[src/rtl/core/tdpt_pkg.sv]
// Shared constants and types for the trial-division prime test core.
package tdpt_pkg;

  localparam int VALUE_BITS = 32;
  localparam int SQ_BITS    = VALUE_BITS + 1;
  localparam int CNT_BITS   = $clog2(VALUE_BITS);
  localparam int STATE_BITS = 3;

  localparam logic [STATE_BITS-1:0] ST_IDLE  = 3'd0;
  localparam logic [STATE_BITS-1:0] ST_CLASS = 3'd1;
  localparam logic [STATE_BITS-1:0] ST_TEST  = 3'd2;
  localparam logic [STATE_BITS-1:0] ST_WAIT  = 3'd3;

  typedef struct packed {
    logic done;
    logic zero;
  } rem_res_t;

endpackage

[src/rtl/core/tdpt_rem.sv]
// Bit-serial restoring remainder unit: one dividend bit per cycle.
module tdpt_rem (
  input  logic                            clk,
  input  logic                            rst_n,
  input  logic                            go,
  input  logic [tdpt_pkg::VALUE_BITS-1:0] dividend,
  input  logic [tdpt_pkg::VALUE_BITS-1:0] divisor,
  output tdpt_pkg::rem_res_t              res
);

  logic                            active_r;
  logic                            done_r;
  logic [tdpt_pkg::CNT_BITS-1:0]   cnt_r;
  logic [tdpt_pkg::VALUE_BITS-1:0] sh_r;
  logic [tdpt_pkg::VALUE_BITS-1:0] rem_r;
  logic [tdpt_pkg::VALUE_BITS:0]   trial;
  logic [tdpt_pkg::VALUE_BITS:0]   dvs_ext;
  logic [tdpt_pkg::VALUE_BITS-1:0] rem_nxt;

  assign trial   = {rem_r, sh_r[tdpt_pkg::VALUE_BITS-1]};
  assign dvs_ext = {1'b0, divisor};

  always_comb begin
    if (trial >= dvs_ext) begin
      rem_nxt = tdpt_pkg::VALUE_BITS'(trial - dvs_ext);
    end else begin
      rem_nxt = trial[tdpt_pkg::VALUE_BITS-1:0];
    end
  end

  always_ff @(posedge clk) begin
    if (!rst_n) begin
      active_r <= 1'b0;
      done_r   <= 1'b0;
      cnt_r    <= '0;
    end else begin
      done_r <= 1'b0;
      if (go) begin
        active_r <= 1'b1;
        cnt_r    <= tdpt_pkg::CNT_BITS'(tdpt_pkg::VALUE_BITS - 1);
      end else if (active_r) begin
        cnt_r <= cnt_r - 1'b1;
        if (cnt_r == '0) begin
          active_r <= 1'b0;
          done_r   <= 1'b1;
        end
      end
    end
  end

  always_ff @(posedge clk) begin
    if (go) begin
      sh_r  <= dividend;
      rem_r <= '0;
    end else if (active_r) begin
      sh_r  <= {sh_r[tdpt_pkg::VALUE_BITS-2:0], 1'b0};
      rem_r <= rem_nxt;
    end
  end

  assign res.done = done_r;
  assign res.zero = (rem_r == '0);

endmodule

[src/rtl/core/trial_division_prime_test_core.sv]
// Top level of the trial-division prime test core.
//
// Pulse start while busy is low to hand over in_candidate (signed, VALUE_BITS
// wide); that edge is the transfer. When the test finishes, out_valid is high
// for exactly one cycle with out_tested_value (the candidate echoed) and
// out_prime_flag; the receiver cannot stall, so it must take the result in
// that cycle. busy is already low in the cycle the result is shown, so the
// next candidate may be started then. Negative values, 0, 1 and all even
// values, 2 among them, are settled in the classify state. Odd candidates
// try divisors 3, 5, 7, ... while d*d <= n; each divisor is checked by the
// bit-serial remainder unit that shifts in one dividend bit per cycle. d*d
// is kept incrementally ((d+2)^2 = d^2 + 4d + 4), so no multiplier is
// needed.
module trial_division_prime_test_core (
  input  logic                                   clk,
  input  logic                                   rst_n,
  input  logic                                   start,
  output logic                                   busy,
  input  logic signed [tdpt_pkg::VALUE_BITS-1:0] in_candidate,
  output logic                                   out_valid,
  output logic signed [tdpt_pkg::VALUE_BITS-1:0] out_tested_value,
  output logic                                   out_prime_flag
);

  localparam int W = tdpt_pkg::VALUE_BITS;

  logic [tdpt_pkg::STATE_BITS-1:0] state_r;
  logic [W-1:0]                    n_r;       // candidate under test
  logic [W-1:0]                    d_r;       // current odd divisor
  logic [tdpt_pkg::SQ_BITS-1:0]    sq_r;      // d_r squared
  logic                            out_valid_r;
  logic [W-1:0]                    out_value_r;
  logic                            out_flag_r;
  logic                            accept;
  logic                            rem_go;
  logic                            over_bound;
  tdpt_pkg::rem_res_t              rem_res;

  assign accept     = start && !busy;
  assign busy       = (state_r != tdpt_pkg::ST_IDLE);
  assign rem_go     = (state_r == tdpt_pkg::ST_TEST) && !over_bound;
  assign over_bound = (sq_r > {1'b0, n_r});

  tdpt_rem u_rem (
    .clk      (clk),
    .rst_n    (rst_n),
    .go       (rem_go),
    .dividend (n_r),
    .divisor  (d_r),
    .res      (rem_res)
  );

  // Control: state and result strobe
  always_ff @(posedge clk) begin
    if (!rst_n) begin
      state_r     <= tdpt_pkg::ST_IDLE;
      out_valid_r <= 1'b0;
    end else begin
      out_valid_r <= 1'b0;
      case (state_r)
        tdpt_pkg::ST_IDLE: begin
          if (accept) begin
            state_r <= tdpt_pkg::ST_CLASS;
          end
        end
        tdpt_pkg::ST_CLASS: begin
          // negative, 0, 1, 2 and even values settle here
          if (n_r[W-1] || (n_r[W-1:1] == '0) || !n_r[0]) begin
            state_r     <= tdpt_pkg::ST_IDLE;
            out_valid_r <= 1'b1;
          end else begin
            state_r <= tdpt_pkg::ST_TEST;
          end
        end
        tdpt_pkg::ST_TEST: begin
          if (over_bound) begin
            state_r     <= tdpt_pkg::ST_IDLE;
            out_valid_r <= 1'b1;
          end else begin
            state_r <= tdpt_pkg::ST_WAIT;
          end
        end
        tdpt_pkg::ST_WAIT: begin
          if (rem_res.done) begin
            if (rem_res.zero) begin
              state_r     <= tdpt_pkg::ST_IDLE;
              out_valid_r <= 1'b1;
            end else begin
              state_r <= tdpt_pkg::ST_TEST;
            end
          end
        end
        default: begin
          state_r <= tdpt_pkg::ST_IDLE;
        end
      endcase
    end
  end

  // Datapath: candidate, divisor, square and result payload
  always_ff @(posedge clk) begin
    case (state_r)
      tdpt_pkg::ST_IDLE: begin
        if (accept) begin
          n_r <= in_candidate;
        end
      end
      tdpt_pkg::ST_CLASS: begin
        d_r         <= W'(3);
        sq_r        <= tdpt_pkg::SQ_BITS'(9);
        out_value_r <= n_r;
        // only 2 is prime among the trivial cases
        out_flag_r  <= (n_r == W'(2));
      end
      tdpt_pkg::ST_TEST: begin
        // bound passed with no divisor found: prime
        out_flag_r <= 1'b1;
      end
      tdpt_pkg::ST_WAIT: begin
        if (rem_res.done) begin
          out_flag_r <= 1'b0;
          d_r        <= d_r + W'(2);
          sq_r       <= sq_r + tdpt_pkg::SQ_BITS'({d_r, 2'b00}) + tdpt_pkg::SQ_BITS'(4);
        end
      end
      default: begin
      end
    endcase
  end

  assign out_valid        = out_valid_r;
  assign out_tested_value = out_value_r;
  assign out_prime_flag   = out_flag_r;

  // The block is back in idle whenever a result is shown
  a_valid_idle: assert property (@(posedge clk) disable iff (!rst_n)
    out_valid |-> !busy)
    else $error("result shown while busy");

  // A transfer always starts work
  a_accept_busy: assert property (@(posedge clk) disable iff (!rst_n)
    accept |=> busy)
    else $error("transfer did not start work");

  // Remainder completions arrive only while waiting for them
  a_rem_wait: assert property (@(posedge clk) disable iff (!rst_n)
    rem_res.done |-> (state_r == tdpt_pkg::ST_WAIT))
    else $error("stray remainder completion");

  // A prime is never negative
  a_prime_pos: assert property (@(posedge clk) disable iff (!rst_n)
    (out_valid && out_prime_flag) |-> !out_tested_value[W-1])
    else $error("negative value flagged prime");

  // The only even prime is 2
  a_even_prime: assert property (@(posedge clk) disable iff (!rst_n)
    (out_valid && out_prime_flag && !out_tested_value[0]) |->
      (out_tested_value == W'(2)))
    else $error("even value other than 2 flagged prime");

endmodule

[config.mk]
export PLATFORM = sky130hd
export DESIGN_NAME = trial_division_prime_test_core
export DESIGN_NICKNAME = d
export VERILOG_FILES = /design/src/rtl/core/tdpt_pkg.sv /design/src/rtl/core/tdpt_rem.sv /design/src/rtl/core/trial_division_prime_test_core.sv
export SDC_FILE = /design/constraint.sdc
export NUM_CORES = 1
export LEC_CHECK = 0
export ABC_AREA = 1
export ABC_CLOCK_PERIOD_IN_PS = 7700
export BUFFER_PORTS_ARGS = -buffer_cell sky130_fd_sc_hd__buf_2
export CORE_ASPECT_RATIO = 2
export CORE_MARGIN = 5
export CORE_UTILIZATION = 40
export CTS_BUF_LIST = sky130_fd_sc_hd__clkbuf_8
export CTS_CLUSTER_SIZE = 30
export DETAILED_ROUTE_END_ITERATION = 6
export MAX_ROUTING_LAYER = met4
export PLACE_DENSITY_LB_ADDON = 0.05
export SETUP_SLACK_MARGIN = 0.1
export SLEW_MARGIN = 20
export SYNTH_ARGS = -nofsm -noshare
export SYNTH_HDL_FRONTEND = slang
export SYNTH_SLANG_ARGS = --single-unit
[constraint.sdc]
create_clock -name clk -period 7.7 [get_ports clk]
set_clock_uncertainty 0.1 [all_clocks]
set_input_delay 0.77 -clock clk [delete_from_list [all_inputs] [get_ports clk]]
set_output_delay 0.77 -clock clk [all_outputs]
set_load 0.02 [all_outputs]
# Word level (Yosys, flattened, before mapping)
# Index checks and enable logic that the tools add are counted.
[totals] inputBits=35 reg_bits=205 elab_cells=73 output_inout_bits=35
[op_classes] add_sub_neg=5 n_eq_ne=6 reduce_logical=20 n_mux=26 n_lt_le_gt_ge=2 n_bitwise=2
[op_table] cell="$mux W32" n=4
[op_table] cell="$pmux W33 S2" n=1
[op_table] cell="$pmux W32 S2" n=1
[op_table] cell="$add A33 B3 Y33 const B" n=1
[op_table] cell="$add A33 B33 Y33" n=1
[op_table] cell="$ge A33 B32 Y1" n=1
[op_table] cell="$gt A33 B32 Y1" n=1
[op_table] cell="$mux W33" n=1
[op_table] cell="$add A32 B2 Y32 const B" n=1
[op_table] cell="$eq A32 B2 Y1 const B" n=1
[op_table] cell="$logic_not A32 Y1" n=1
[op_table] cell="$sub A32 B32 Y32" n=1
[op_table] cell="$logic_not A31 Y1" n=1
[op_table] cell="$pmux W3 S4" n=1
[op_table] cell="$mux W5" n=2
[op_table] cell="$mux W1" n=9
[op_table] cell="$reduce_and A2 Y1" n=4
[op_table] cell="$eq A3 B2 Y1 const B" n=2
[op_table] cell="$mux W2" n=3
[op_table] cell="$mux W3" n=2
[op_table] cell="$pmux W1 S3" n=2
[op_table] cell="$reduce_bool A3 Y1" n=2
[op_table] cell="$logic_not A5 Y1" n=1
[op_table] cell="$sub A5 B1 Y5 const B" n=1
[op_table] cell="10 further kinds" n=16

# Longest topological paths before layout
[depth] ltp_word=5 depth_mapped=17 depth_no_buf=17

# Modules after synthesis
# A second synthesis with hierarchy kept.
[hier_totals] hier_cells=1867 hier_area_um2=14043.5
[modules_own_cells] mod="trial_division_prime_test_core" instances=1 area_each_um2=8146.6 seq_area_each_um2=3843.7 cells_per_inst=903
[modules_own_cells] mod="tdpt_rem" instances=1 area_each_um2=5896.9 seq_area_each_um2=1741.7 cells_per_inst=964

# Worst setup path before layout
# Ideal clock, no wire load.
[synth_timing] path_kind="register to register" start="reg n_r[8]" end="reg u_rem.sh_r[0] in the netlist's numbering, enable pin" n_path_buf=2 required_time_ns=7.211 path_stages_with_launch=13 arrival_time_ns=2.392 period_less_slack_ns=2.881 setup_ns=0.389 setup_slack_ns=4.819 path_cell_list="edfxtp_1 > inv_1 > ha_1 > nand2_1 > nor2_1 > nand4_1 > nor4_1 > nand2_1 > nand2_2 > nand2_4 > buf_6 > buf_2 > nand2_1"
[synth_via] elab_chain_cells=4
[synth_lines] element="start: declaration" line_no="trial_division_prime_test_core.sv:28" rtl="logic [W-1:0] n_r;"
[synth_lines] element="start signal: assignment" line_no="trial_division_prime_test_core.sv:105" rtl="n_r <= in_candidate;"
[synth_lines] element="$gt A33 B32 Y1" line_no="trial_division_prime_test_core.sv:42" rtl="assign over_bound = (sq_r > {1'b0, n_r});"
[synth_lines] element="$logic_not A1 Y1" line_no="trial_division_prime_test_core.sv:41" rtl="assign rem_go = (state_r == tdpt_pkg::ST_TEST) && !over_bound;"
[synth_lines] element="$logic_and A1 B1 Y1" line_no="trial_division_prime_test_core.sv:41"
[synth_lines] element="$reduce_bool A2 Y1 (no source line)"
[synth_lines] element="end signal: assignment" line_no="tdpt_rem.sv:53" rtl="sh_r <= dividend;"
[synth_lines] element="end signal: assignment" line_no="tdpt_rem.sv:56" rtl="sh_r <= {sh_r[tdpt_pkg::VALUE_BITS-2:0], 1'b0};"
[synth_lines] element="end: declaration" line_no="tdpt_rem.sv:14" rtl="logic [tdpt_pkg::VALUE_BITS-1:0] sh_r;"
# Every way passes these cells.
# A chain may end at the register's enable or synchronous reset.

# Worst setup path after layout
[layout_timing] start="reg d_r[16]" end="reg sq_r[27] in the netlist's numbering (data pin)"
[layout_via] elab_chain_cells=4
[layout_lines] element="start: declaration" line_no="trial_division_prime_test_core.sv:29" rtl="logic [W-1:0] d_r;"
[layout_lines] element="start signal: assignment" line_no="trial_division_prime_test_core.sv:122" rtl="d_r <= d_r + W'(2);"
[layout_lines] element="$add A33 B33 Y33" line_no="trial_division_prime_test_core.sv:123" rtl="sq_r <= sq_r + tdpt_pkg::SQ_BITS'({d_r, 2'b00}) + tdpt_pkg::SQ_BITS'(4);"
[layout_lines] element="$add A33 B3 Y33" line_no="trial_division_prime_test_core.sv:123"
[layout_lines] element="$mux W33" line_no="trial_division_prime_test_core.sv:120" rtl="if (rem_res.done) begin"
[layout_lines] element="$pmux W33 S2" line_no="trial_division_prime_test_core.sv:102" rtl="case (state_r)"
[layout_lines] element="end signal: assignment" line_no="trial_division_prime_test_core.sv:110" rtl="sq_r <= tdpt_pkg::SQ_BITS'(9);"
[layout_lines] element="end signal: assignment" line_no="trial_division_prime_test_core.sv:123"
[layout_lines] element="end: declaration" line_no="trial_division_prime_test_core.sv:30" rtl="logic [tdpt_pkg::SQ_BITS-1:0] sq_r;"
# Every way passes these cells. The select of a mux whose other input is x is not followed.

==> flow_summary.json <==
{
  "max_stage_delay_ps": 770,
  "dp_cells": 2306,
  "grt_pass1_wl_mm": 71.6,
  "num_vias": 12200,
  "row_count": 96,
  "tightest_slew_ps": 1050,
  "cp_top_family": "simple AND/OR/NAND/NOR gates",
  "overflow": 0,
  "rr_worst_depth": 13,
  "rsz0062_at_grt": "no",
  "avgSynthCellArea_sq_um": 7.65,
  "start_kind": "flop",
  "clock_latency_ps": 520,
  "cts-root-buf": "clkbuf_8",
  "synth_xor_area_share_pct": 1.38,
  "worstReg2RegStart": "d_r[16]",
  "ant_nets": 0,
  "cp.arrival_ps": 4110,
  "worstSetupPathType": "reg -> reg",
  "cts_setup_buffers": 0,
  "cts_buffers": 17,
  "syn-num-nets": 1982,
  "r2r_end": "sq_r[27]",
  "crit_chain": "ha_1 > ha_1 > nand2_1 > nor2_1 > inv_1 > nor3_1 > nand3_1 > nand3_1 > nand3_1 > nand2_1 > nand2_1 > nand2_1 > nor2_1",
  "p_per_area_nw_per_um2": 168,
  "clock.fmax_ghz": 0.254,
  "clockBufferDepth": 2,
  "synth_top_family_by_area": "simple AND/OR/NAND/NOR gates",
  "worstPathMaxFanout": 6,
  "synth-seq-cells": 200,
  "synthTopCellsByArea": "edfxtp_1, nand2_1, ha_1",
  "syn_inst": 1824,
  "worstSetupEndpointType": "flop",
  "io_pins": 70,
  "drcViolationCount": 0,
  "min_path_cells": 1,
  "synth_simple_gate_area_share_pct": 30.2,
  "min_from": "in_candidate[19]",
  "synthArstFlopShare_pct": 0,
  "synth_area_leader_cell": "edfxtp_1",
  "fin_crit_ps": 3940,
  "drive_gt1_share_pct": 10.7,
  "drt-vias-per-instance": 5.22,
  "p_leak_nw": 7.18,
  "areaGrowthSynthToFinish_pct": 8.20,
  "cts_sinks": 200,
  "holdPathEnd": "n_r[19]",
  "post-dp-hpwl_mm": 38.5,
  "p_total_mw": 2.54,
  "synth_fa_ha_area_share_pct": 11.1,
  "grt_pass1_vias": 12500,
  "cts_tree": "done",
  "synth_seq_area_share_pct": 40.0,
  "slew_headroom_pct": 29.6,
  "netlist_area_sq_um": 14000,
  "synth-main-ff-cell": "edfxtp_1",
  "synth_warnings": 0,
  "stdcell_count": 2338,
  "hold_viol_final": 0,
  "routed_wl_mm": 47.6,
  "die_h_um": 274,
  "min_path_type": "in -> reg",
  "tns_ps": 0,
  "cts_hold_buffers": 0,
  "ctsHtreeMaxLevel": 4,
  "start_util_pct": 40.6,
  "yosysUniqueCellTypes": 48,
  "drtIter0Drc": 547,
  "fin_hold_ws_ps": 323,
  "first_pass_iters": 5,
  "synth-compound-area-share_pct": 8.64,
  "synthDominantCellAreaShare_pct": 34.0,
  "post-place-ws_ps": 3770,
  "worst_ir_drop_vdd_uv": 104,
  "r2r_slack_ps": 3760,
  "path_clk_slew_ps": 120,
  "worstPathRequired_ps": 7870,
  "cp_slowest_cell": "nor3_1",
  "setup_viol": 0,
  "outcome": "finished, final reports clean",
  "core-area_sq_um": 34400,
  "place_congestion": 0.994,
  "synth_enable_flop_cells": 158,
  "dieWidth_um": 142,
  "period_share_pct": 51.2,
  "synth_mux_area_share_pct": 0,
  "layout.nets": 2042,
  "grt_antenna_before_repair": 1,
  "portBuffers": 69,
  "grt.total_usage_pct": 25.4,
  "drv_cap": 0,
  "drv_slew": 0,
  "grt_start_max_net_pins": 71,
  "timing.final.ws_setup_ps": 3760,
  "wire_per_inst_um": 20.4,
  "cp.buffers_inverters": 1,
  "cpMostUsedCell": "nand2_1",
  "ctsResizeCount": 0,
  "die-area_sq_um": 38900
}
[worst register-to-register path: stages (launching register included)]
cell	delay [ps]
edfxtp_1	530
ha_1	370
ha_1	380
nand2_1	130
nor2_1	250
inv_1	90
nor3_1	770
nand3_1	460
nand3_1	300
nand3_1	90
nand2_1	90
nand2_1	50
nand2_1	60
nor2_1	40
[state kept, by name (all words and copies together) (netlist names)]
name and flops:
u_rem.active_r 1, out_tested_value 32, d_r 31, n_r 32, state_r 2, sq_r 30
out_valid 1, u_rem.done_r 1, out_prime_flag 1, u_rem.cnt_r 5, u_rem.sh_r 32, u_rem.rem_r 32
[how the worst max path moves through the flow]
| stage | endpoint | slack, ps | start | depth (start not counted) |
|---|---|---|---|---|
| global route | sq_r[27] | 3790 | d_r[16] | 13 |
| detailed placement | sq_r[27] | 3770 | d_r[16] | 13 |
| floorplan | u_rem.sh_r[0] | 4820 | n_r[8] | 12 |
| CTS | sq_r[27] | 3750 | d_r[16] | 13 |
| global placement | sq_r[27] | 3770 | d_r[17] | 13 |
| finish | sq_r[27] | 3760 | d_r[16] | 13 |
[through the flow]
step / util, % / cell area (sq um)
after floorplan: - / 14000
after global placement: 42.8 / 14700
after detailed placement: 42.8 / 14700
after CTS: 43.9 / 15100
after global routing: 44.0 / 15100
final: 44.0 / 15100
[layer usage]
metal  GRT usage (%)  part of all wire, %
met1            21.3                   32
met2            51.8                   60
met3            2.51                  2.4
met4            14.1                  6.3
met5               -                    0
[Yosys cell counts (5+ instances only)]
library cell / n
nand2_1: 498
inv_1: 238
edfxtp_1: 158
nand3_1: 157
nor2_1: 152
ha_1: 121
a21oi_1: 107
o21ai_0: 75
dfxtp_1: 42
nand2_2: 37
nor3_1: 30
nand4_1: 28
inv_2: 21
xor2_1: 19
buf_2: 17
nor4_1: 14
clkbuf_1: 13
nor2_2: 12
o21a_1: 8
nand3_2: 6
o21ai_1: 6
a21o_1: 5
a31oi_1: 5
and2_1: 5
[cells by family after synthesis]
family                     Yosys count
AOI/OAI and AO/OA                  222
xor gates and xnor gates            22
adders and majority gates          123
buffers and inverters              297
DFF                                200
and+or+nand+nor                    960
[power by group]
group | leakage [nW] | total, mW | switching (mW) | internal, mW
registers | 1.83 | 1.29 | 0.0549 | 1.23
logic | 5.16 | 0.556 | 0.388 | 0.168
clock network | 0.193 | 0.695 | 0.453 | 0.242
total | 7.18 | 2.54 | 0.896 | 1.64
[area by class of cell]
cell class                 instances  area [sq um]
clock inverter                    14           156
timing repair buffer              77           405
tap                              441           552
fill                            3661         19300
inverter                         261           980
sequential                       200          5590
multi-input combinational       1327          7180
clock buffer                      17           234
antenna                            1          2.50
[placed cells by master (no fill, tap or decap), types with 4 or more instances in the layout]
cell      count
and2_1        5
o21ai_1       6
o21ai_0      75
nor2_1      150
nand3_1     157
o21bai_1      4
ha_1        121
inv_2        22
nor4_1       14
nor2_2       12
edfxtp_1    158
a31oi_1       5
buf_4         8
nand4_1      28
o21a_1        8
inv_1       237
xor2_1       19
a21oi_1     107
dfxtp_1      42
a21o_1        5
nand2_1     498
buf_2        69
clkbuf_8     17
inv_6         5
nand3_2       6
clkinv_8      4
nand2_2      37
nor3b_1       4
nor3_1       30
No activity file was read; power rests on OpenSTA's default activity.
